$ cat src/rtl/core/assert_macros.svh
// Assertion macros used by the queue top level.
`ifndef ASSERT_MACROS_SVH
`define ASSERT_MACROS_SVH

// Check that a condition holds at every clock edge outside reset.
`define MPQS_ASSERT_ALWAYS(lbl, cond) \
  lbl: assert property (@(posedge clk) disable iff (!rst_n) (cond)) \
    else $error("queue check failed: always");

// Check that an antecedent is followed in the next cycle by a consequent.
`define MPQS_ASSERT_NEXT(lbl, ante, cons) \
  lbl: assert property (@(posedge clk) disable iff (!rst_n) (ante) |=> (cons)) \
    else $error("queue check failed: next cycle");

`endif

$ cat src/rtl/core/mpqs_pkg.sv
// Package for the sorted priority queue: sizes, codes and shared types.
`default_nettype none
package mpqs_pkg;

  localparam int DEPTH     = 16;
  localparam int KEY_W     = 32;
  localparam int PAYLOAD_W = 32;
  localparam int CNT_W     = $clog2(DEPTH + 1);

  typedef enum logic {
    FUNC_INSERT = 1'b0,
    FUNC_POP    = 1'b1
  } mpqs_func_t;

  typedef enum logic [1:0] {
    ST_INSERTED = 2'd0,
    ST_DROPPED  = 2'd1,
    ST_POPPED   = 2'd2,
    ST_EMPTY    = 2'd3
  } mpqs_status_t;

  typedef struct packed {
    logic [KEY_W-1:0]     key;
    logic [PAYLOAD_W-1:0] payload;
  } mpqs_entry_t;

  // Broadcast command to every cell of the chain.
  typedef struct packed {
    logic ins;
    logic pop;
  } mpqs_ctl_t;

endpackage
`default_nettype wire

$ cat src/rtl/core/mpqs_cell.sv
// One slot of the sorted chain: holds an entry, compares, shifts.
`default_nettype none
module mpqs_cell (
  input  wire                  clk,
  input  mpqs_pkg::mpqs_ctl_t  ctl,
  input  wire                  occ,
  input  wire                  left_gt,
  input  mpqs_pkg::mpqs_entry_t new_ent,
  input  mpqs_pkg::mpqs_entry_t left_ent,
  input  mpqs_pkg::mpqs_entry_t right_ent,
  output mpqs_pkg::mpqs_entry_t cur_ent,
  output logic                 gt
);
  import mpqs_pkg::*;

  mpqs_entry_t ent_r;
  mpqs_entry_t ent_nxt;

  // Stored entry outranks the new key: it stays ahead of it.
  assign gt      = occ && (ent_r.key > new_ent.key);
  assign cur_ent = ent_r;

  always_comb begin
    ent_nxt = ent_r;
    priority if (ctl.ins) begin
      if (gt) begin
        ent_nxt = ent_r;
      end else if (left_gt) begin
        ent_nxt = new_ent;
      end else begin
        ent_nxt = left_ent;
      end
    end else if (ctl.pop) begin
      ent_nxt = right_ent;
    end else begin
      // Idle cycle: hold the entry.
      ent_nxt = ent_r;
    end
  end

  always_ff @(posedge clk) begin
    ent_r <= ent_nxt;
  end

endmodule
`default_nettype wire

$ cat src/rtl/core/max_priority_queue_sorted_top.sv
// Top level of the sorted-list max-priority queue built as a chain of cells.
//
//   channel | direction | handshake            | payload
//   in_     | input     | in_valid / in_ready   | in_func, in_key, in_payload
//   out_    | output    | out_valid / out_ready | out_status, out_key, out_payload
//
// On an insert every cell compares its key against the new key and loads
// itself, its left neighbor or the new entry in the same edge; on a pop it loads its right neighbor.
// One item per cycle is sustained while out_ready stays high.
// The result register decouples the sides: a new item enters whenever the
// result register is empty or is being emptied in the same cycle.
// Reset clears only the fill count and the result valid; slot contents
// are undefined until written and never reach the output from above the fill count.
`default_nettype none
`include "assert_macros.svh"
module max_priority_queue_sorted_top (
  input  wire                            clk,
  input  wire                            rst_n,
  input  wire                            in_valid,
  output logic                           in_ready,
  input  wire                            in_func,
  input  wire  [31:0]                    in_key,
  input  wire  [mpqs_pkg::PAYLOAD_W-1:0] in_payload,
  output logic                           out_valid,
  input  wire                            out_ready,
  output logic [1:0]                     out_status,
  output logic [31:0]                    out_key,
  output logic [mpqs_pkg::PAYLOAD_W-1:0] out_payload
);
  import mpqs_pkg::*;

  logic [CNT_W-1:0]     count_r;
  logic [CNT_W-1:0]     count_nxt;
  logic                 out_valid_r;
  logic                 out_valid_nxt;
  mpqs_status_t         status_r;
  mpqs_status_t         status_nxt;
  logic [31:0]          key_r;
  logic [31:0]          key_nxt;
  logic [PAYLOAD_W-1:0] payload_r;
  logic [PAYLOAD_W-1:0] payload_nxt;

  logic        accept;
  logic        full;
  logic        empty;
  mpqs_func_t  func;
  mpqs_ctl_t   ctl;
  mpqs_entry_t new_ent;
  mpqs_entry_t ents [DEPTH];
  logic        gts  [DEPTH];

  assign func    = mpqs_func_t'(in_func);
  assign full    = (count_r == CNT_W'(DEPTH));
  assign empty   = (count_r == '0);
  // Take a new item whenever the result slot is free or draining.
  assign in_ready = rst_n && (!out_valid_r || out_ready);
  assign accept   = in_valid && in_ready;

  assign new_ent.key     = in_key[KEY_W-1:0];
  assign new_ent.payload = in_payload;

  // Drop inserts into a full queue and pops of an empty one: no shift.
  assign ctl.ins = accept && (func == FUNC_INSERT) && !full;
  assign ctl.pop = accept && (func == FUNC_POP) && !empty;

  // The chain: slot 0 is the head, data moves right on insert, left on pop.
  for (genvar i = 0; i < DEPTH; i++) begin : g_cell
    logic        occ;
    logic        left_gt;
    mpqs_entry_t left_ent;
    mpqs_entry_t right_ent;

    assign occ = (CNT_W'(i) < count_r);

    if (i == 0) begin : g_head
      assign left_gt  = 1'b1;
      assign left_ent = new_ent;
    end else begin : g_mid
      assign left_gt  = gts[i-1];
      assign left_ent = ents[i-1];
    end

    if (i == DEPTH - 1) begin : g_tail
      assign right_ent = '0;
    end else begin : g_body
      assign right_ent = ents[i+1];
    end

    mpqs_cell u_cell (
      .clk       (clk),
      .ctl       (ctl),
      .occ       (occ),
      .left_gt   (left_gt),
      .new_ent   (new_ent),
      .left_ent  (left_ent),
      .right_ent (right_ent),
      .cur_ent   (ents[i]),
      .gt        (gts[i])
    );
  end

  // Fill count tracks the number of live slots.
  always_comb begin
    count_nxt = count_r;
    if (ctl.ins) begin
      count_nxt = count_r + CNT_W'(1);
    end else if (ctl.pop) begin
      count_nxt = count_r - CNT_W'(1);
    end
  end

  // Build the result for the accepted item; hold it until it is taken.
  always_comb begin
    out_valid_nxt = out_valid_r;
    status_nxt    = status_r;
    key_nxt       = key_r;
    payload_nxt   = payload_r;
    if (accept) begin
      out_valid_nxt = 1'b1;
      key_nxt       = '0;
      payload_nxt   = '0;
      unique case (func)
        FUNC_INSERT: begin
          status_nxt = full ? ST_DROPPED : ST_INSERTED;
        end
        FUNC_POP: begin
          if (empty) begin
            status_nxt = ST_EMPTY;
          end else begin
            status_nxt  = ST_POPPED;
            key_nxt     = 32'(ents[0].key);
            payload_nxt = ents[0].payload;
          end
        end
        default: begin
          status_nxt = ST_INSERTED;
        end
      endcase
    end else if (out_ready) begin
      out_valid_nxt = 1'b0;
    end
  end

  always_ff @(posedge clk) begin
    if (!rst_n) begin
      count_r     <= '0;
      out_valid_r <= 1'b0;
    end else begin
      count_r     <= count_nxt;
      out_valid_r <= out_valid_nxt;
    end
  end

  always_ff @(posedge clk) begin
    status_r  <= status_nxt;
    key_r     <= key_nxt;
    payload_r <= payload_nxt;
  end

  assign out_valid   = out_valid_r;
  assign out_status  = status_r;
  assign out_key     = key_r;
  assign out_payload = payload_r;

  `MPQS_ASSERT_ALWAYS(a_count_bound, count_r <= CNT_W'(DEPTH))
  `MPQS_ASSERT_NEXT(a_ins_grows, ctl.ins, count_r == $past(count_r) + CNT_W'(1))
  `MPQS_ASSERT_NEXT(a_pop_shrinks, ctl.pop, count_r == $past(count_r) - CNT_W'(1))
  `MPQS_ASSERT_NEXT(a_empty_pop, accept && func == FUNC_POP && empty, out_status == ST_EMPTY && out_valid)

endmodule
`default_nettype wire
$ cat config.mk
export PLATFORM = sky130hd
export DESIGN_NAME = max_priority_queue_sorted_top
export DESIGN_NICKNAME = d
export VERILOG_FILES = /design/src/rtl/core/mpqs_pkg.sv /design/src/rtl/core/mpqs_cell.sv /design/src/rtl/core/max_priority_queue_sorted_top.sv
export VERILOG_INCLUDE_DIRS = /design/src /design/src/rtl/core
export SDC_FILE = /design/constraint.sdc
export NUM_CORES = 2
export LEC_CHECK = 0
export ABC_AREA = 1
export BUFFER_PORTS_ARGS = -buffer_cell sky130_fd_sc_hd__buf_2
export CAP_MARGIN = 20
export CORE_MARGIN = 4
export CORE_UTILIZATION = 37
export DETAILED_ROUTE_END_ITERATION = 12
export GPL_TIMING_DRIVEN = 1
export SLEW_MARGIN = 10
export SYNTH_ARGS = -nofsm -noshare
export SYNTH_HDL_FRONTEND = slang
export SYNTH_SLANG_ARGS = --single-unit
$ cat constraint.sdc
create_clock -name clk -period 6.9 [get_ports clk]
set_input_delay 1.38 -clock clk [delete_from_list [all_inputs] [get_ports clk]]
set_output_delay 1.38 -clock clk [all_outputs]
set_load 0.005 [all_outputs]
# After elaboration in Yosys (flattened, before gate mapping)
# Cells that the tools add are included.
word_totals:
  word_cells: 205
  inputBits: 69
  reg_bits: 1096
classes:
  add_sub_neg: 2
  muxes: 70
  n_bitwise: 1
  eq_ne: 17
  n_reduce_logical: 46
  n_lt_le_gt_ge: 32
ops:
  columns: ["cell", "n"]
  rows:
  - ["64-bit two-way mux", 63]
  - ["32-bit > comparator", 16]
  - ["4-bit by 5-bit less-than comparator with 1-bit output (first input constant)", 8]
  - ["2-bit inequality test (second input constant)", 16]
  - ["2-bit AND reduction", 16]
  - ["1-bit logical AND", 22]
  - ["3-bit by 5-bit less-than comparator with 1-bit output (first input constant)", 4]
  - ["1-bit by 5-bit less-than comparator with 1-bit output (first input constant)", 2]
  - ["2-bit by 5-bit less-than comparator with 1-bit output (first input constant)", 2]
  - ["5-bit two-way mux", 2]
  - ["5-bit by 1-bit adder with 5-bit output (second input constant)", 1]
  - ["5-bit equality test (second input constant)", 1]
  - ["5-bit zero test", 1]
  - ["5-bit by 1-bit subtractor with 5-bit output (second input constant)", 1]
  - ["1-bit two-way mux", 4]
  - ["2-bit one-hot mux with 2 select lines", 1]
  - ["2-bit nonzero test", 2]
  - ["1-bit zero test", 3]
  - ["2-bit OR reduction", 1]
  - ["1-bit logical OR", 1]
  - ["1-bit NOT", 1]

# Depth between registers and ports, before layout
logic_depth:
  word_depth: 8
  ltp_mapped: 20
  depth_no_buf: 18

# By module
# A second synthesis with hierarchy kept.
unflattened:
  hier_cells: 8259
  area_unflattened_um2: 68669.6
by_module_without_submodules:
  columns: ["module", "area_per_inst_um2", "cells_each", "n_inst"]
  rows:
  - ["mpqs_cell (g_cell[0].u_cell ...)", 4093.9, 497, 15]
  - ["mpqs_cell (g_cell[9].u_cell)", 4073.9, 497, 1]
  - ["max_priority_queue_sorted_top", 3186.8, 307, 1]

# Worst setup path before layout
# No wires, ideal clock.
synth_timing:
  path_kind: "input to register"
  start: "in out_ready"
  end: "reg g_cell[14].u_cell.ent_r (netlist bit g_cell[14].u_cell.cur_ent[0]) (enable)"
  setup_slack_ns: -0.452
  arrival_ns: 6.828
  cell_stages: 8
  setup_time_ns: 0.524
  path_buffers: 0
  path_cell_list: "inv_1 > a21oi_2 > nand2_1 > inv_1 > nand2_2 > nand2_1 > inv_1 > a31oi_1"
synth_between:
  elab_chain_len: 7
  elab_cells_between_ends: 10
synth_rtl:
  columns: ["item", "line_no", "source"]
  rows:
  - ["from (decl)", "max_priority_queue_sorted_top.sv:25", "input wire out_ready,"]
  - ["1-bit logical OR *", "max_priority_queue_sorted_top.sv:56", "assign in_ready = rst_n && (!out_valid_r || out_ready);"]
  - ["1-bit logical AND *", "max_priority_queue_sorted_top.sv:56", null]
  - ["named net in_ready", "max_priority_queue_sorted_top.sv:20", "output logic in_ready,"]
  - ["1-bit logical AND *", "max_priority_queue_sorted_top.sv:57", "assign accept = in_valid && in_ready;"]
  - ["named net accept", "max_priority_queue_sorted_top.sv:43", "logic accept;"]
  - ["1-bit logical AND (on tied branches) (2 in series)", "max_priority_queue_sorted_top.sv:63, max_priority_queue_sorted_top.sv:64", null]
  - ["2-bit inequality test (no source line) / 2-bit nonzero test (equally long branches)", null, null]
  - ["2-bit AND reduction (no source line) *", null, null]
  - ["to (signal assigned)", "mpqs_cell.sv:42", "ent_r <= ent_nxt;"]
  - ["to (decl)", "mpqs_cell.sv:16", "mpqs_entry_t ent_r;"]
# The timed path passes the listed nets; every way through them passes the cells marked *.
# A chain may end at the register's enable or synchronous reset.

==> impl_metrics.csv <==
group,metric,value,unit
drt,wire_per_inst,18.5,um
placement,placed_cell_area,72400,um2
layout,fin_util,40.9,%
floorplanning,die_y,442,um
power,max-vdd-ir-drop,0.272,mV
timing,setup_tns,0,ps
timing,finalMaxSlewViolations,0,
timing,worst_hold_slack,514,ps
power,power_density,230,nW/um2
drt,vias,58200,
layout,final_cell_mix,"nand2_1 (5139), inv_1 (1091), edfxtp_1 (1090)",
drt,drt_pass1_iterations,6,
layout,layout.nets,9748,
grt,grt-ovfl-total,0,
floorplanning,start_util,37.2,%
timing,clock-skew-final,65.5,ps
cts,cts_buffer_depth,3,
setup_path,worstPathArrival,5720,ps
placement,place.gp.congestion,0.907,
timing,slew_headroom,14.8,%
setup_path,r2r-end,"g_cell[3].u_cell.cur_ent[17]$_DFFE_PP_",
setup_path,slowest_stage,"buf_4",
synth,yosysWarnings,0,
timing,period_needed,5170,ps
timing,hold_viol_final,0,
setup_path,path_delay_family,"simple AND/OR/NAND/NOR gates",
synth,synth-edff-count,1090,
drt,post-route-drc-count,0,
cts,cts.repair.resized,0,
job,max-cap-violations,0,
layout,stdcell_count,11800,
setup_path,crit_required,7460,ps
drt,wl,217000,um
cts,cts_tree,"done",
min_path,holdCritPathClass,"reg2reg",
grt,grt_start_max_net_pins,212,
cts,cts_setup_buffers,0,
setup_path,max_stage_delay,690,ps
floorplanning,io_pins,137,
synth,syn_area_per_cell,7.56,um2
drt,antenna_left,0,
setup_path,critPathLaunchType,"primary input",
setup_path,crit_chain,"buf_2 -> inv_1 -> ha_1 -> nand2_1 -> nor2_1 -> nand2_1 -> nor2_1 -> a31oi_1 -> nand2_4 -> buf_4 -> nand2_1 -> nand2_1 -> nand2_1",
timing,period_share,74.9,%
cts,clock_latency,810,ps
placement,hpwl,139000,um
setup_path,crit_end,"g_cell[3].u_cell.cur_ent[17]$_DFFE_PP_",
setup_path,rr_worst_depth,11,
layout,fill_cells,19000,
setup_path,reg2reg_slack,2550,ps
grt,antenna_found_initial,6,
grt,first_global_vias,57000,
setup_path,cp.buffers_inverters,3,
cts,root_buffer,"clkbuf_16",
setup_path,cp_num_cells,13,
setup_path,cp-end-kind,"flop",
synth,synth_cell_types,36,
cts,holdBufCountCts,0,
timing,finalSetupViolations,0,
timing,fmax,194,MHz
timing,rsz0062_at_grt,"no",
synth,synth-seq-cells,1096,
layout,area_growth,9.85,%
min_path,hold-path-cell-count,2,
cts,htreeDepth,4,
grt,grt_pass1_wl,333000,um
drt,vias_per_cell,4.94,
grt,grt_use_total,21.5,%
layout,final_cell_area,76700,um2
floorplanning,die_area,196000,um2
synth,mappedNetlistArea,69800,um2
synth,ys_seq_area_share,47.1,%
timing,worst_slew_pin_slew,1280,ps
floorplanning,core,188000,um2
layout,drive_above_1_share,4.81,%
floorplanning,die_w,442,um
setup_path,crit_top_cell,"nand2_1",
outcome,status,"finished clean",
synth,synth-main-ff-cell,"edfxtp_1",
layout,final_common_cell,"nand2_1",
synth,syn_nets,9817,
power,p_leak,43.4,nW
placement,dp_cells,11500,
synth,synthCells,9233,
floorplanning,rows,159,
drt,drt-initial-drc-count,5231,
setup_path,worstPathMaxFanout,44,
setup_path,reg2reg_from,"g_cell[2].u_cell.cur_ent[63]$_DFFE_PP_",
cts,cts_sinks,1096,
cts,cts_buffers,135,
setup_path,worstSetupPathType,"in2reg",
setup_path,critPathLaunch,"in_key[31]",
cts,clk_pin_slew_worst_paths,60,ps
synth,ys_async_sr_fraction,0,%
placement,port_buffers,136,
per-layer routing:
| metal | track usage, % | vias to the layer above | part of all wire (%) | wire length, um |
|---|---|---|---|---|
| li1 | - | 28600 | - | - |
| met1 | 26.9 | 27300 | 41 | 89900 |
| met2 | 36.8 | 1930 | 47 | 103000 |
| met3 | 3.72 | 375 | 7.0 | 15300 |
| met4 | 8.70 | 4 | 4.1 | 8810 |
| met5 | 0.513 | - | 0.066 | 143 |
metrics by stage:
| step | power, mW | setup WS, ps |
|---|---|---|
| global route | 18.4 | 1750 |
| floorplan | 9.86 | 860 |
| detailed placement | 10.7 | 1160 |
| CTS | 17.7 | 2030 |
| global placement | 10.7 | 1220 |
| finish | 17.6 | 1730 |
worst reg2reg max path: stages (launching register included):
cell	delay, ps
edfxtp_1	430
ha_1	330
nand2_1	80
nor2_1	170
nand2_1	150
nor2_1	610
a31oi_1	630
nand2_4	500
buf_4	700
nand2_1	330
nand2_1	110
nand2_1	60
power breakdown:
part / internal (mW) / switching, mW / total (mW)
logic: 0.782 / 1.82 / 2.60
clock network: 3.91 / 3.05 / 6.96
registers: 7.82 / 0.209 / 8.03
synth_stat cells, types with 13 or more instances:
| library cell | number | area share (%) |
|---|---|---|
| nor3_1 | 13 | 0.093 |
| a21oi_1 | 308 | 2.2 |
| edfxtp_1 | 1090 | 47 |
| o21a_1 | 23 | 0.25 |
| buf_2 | 205 | 1.5 |
| nand4_1 | 36 | 0.32 |
| o21ai_0 | 56 | 0.40 |
| nor2_1 | 266 | 1.4 |
| nand2_1 | 5182 | 28 |
| buf_4 | 83 | 0.89 |
| nand3_1 | 111 | 0.80 |
| a21o_1 | 18 | 0.19 |
| clkbuf_1 | 85 | 0.46 |
| buf_6 | 33 | 0.53 |
| o21ai_1 | 56 | 0.40 |
| inv_1 | 1092 | 5.9 |
| ha_1 | 515 | 9.2 |
worst min path at each step:
stage	from	endpoint	slack, ps
floorplan	count_r[0]$_SDFFE_PN0P_	count_r[0]$_SDFFE_PN0P_	490
global placement	g_cell[15].u_cell.cur_ent[27]$_SDFFCE_PN0P_	g_cell[14].u_cell.cur_ent[27]$_DFFE_PP_	500
detailed placement	g_cell[15].u_cell.cur_ent[24]$_SDFFCE_PN0P_	g_cell[14].u_cell.cur_ent[24]$_DFFE_PP_	500
CTS	g_cell[15].u_cell.cur_ent[28]$_SDFFCE_PN0P_	g_cell[14].u_cell.cur_ent[28]$_DFFE_PP_	520
global route	g_cell[15].u_cell.cur_ent[29]$_SDFFCE_PN0P_	g_cell[14].u_cell.cur_ent[29]$_DFFE_PP_	540
finish	g_cell[15].u_cell.cur_ent[28]$_SDFFCE_PN0P_	g_cell[14].u_cell.cur_ent[28]$_DFFE_PP_	510
state kept, by name (all words and copies together), names as in the netlist:
signal and flops:
g_cell.u_cell.cur_ent 1024, out_payload 32, count_r 5, out_status 2
out_valid 1, out_key 32
logic make-up after synthesis:
kind of cell | count (synthesis) | share of synthesized area (%)
compound gates | 474 | 3.58
flops | 1096 | 47.1
xor+xnor | 3 | 0.0377
buf+inv | 1516 | 9.33
fa+ha+maj | 515 | 9.23
simple gates | 5629 | 30.7
cell type report:
cell class                      instances  area (um2)  area share [%]
Sequential cell                      1096       32900            42.9
Multi-Input combinational cell       6621       30800            40.2
Inverter                             1099        4140            5.39
Clock buffer                          168        3500            4.57
Tap cell                             2495        3120            4.07
Timing Repair Buffer                  211        1520            1.98
Clock inverter                         71         729           0.952
Antenna cell                            5        12.5          0.0163
No activity file was read; power rests on OpenSTA's default activity.
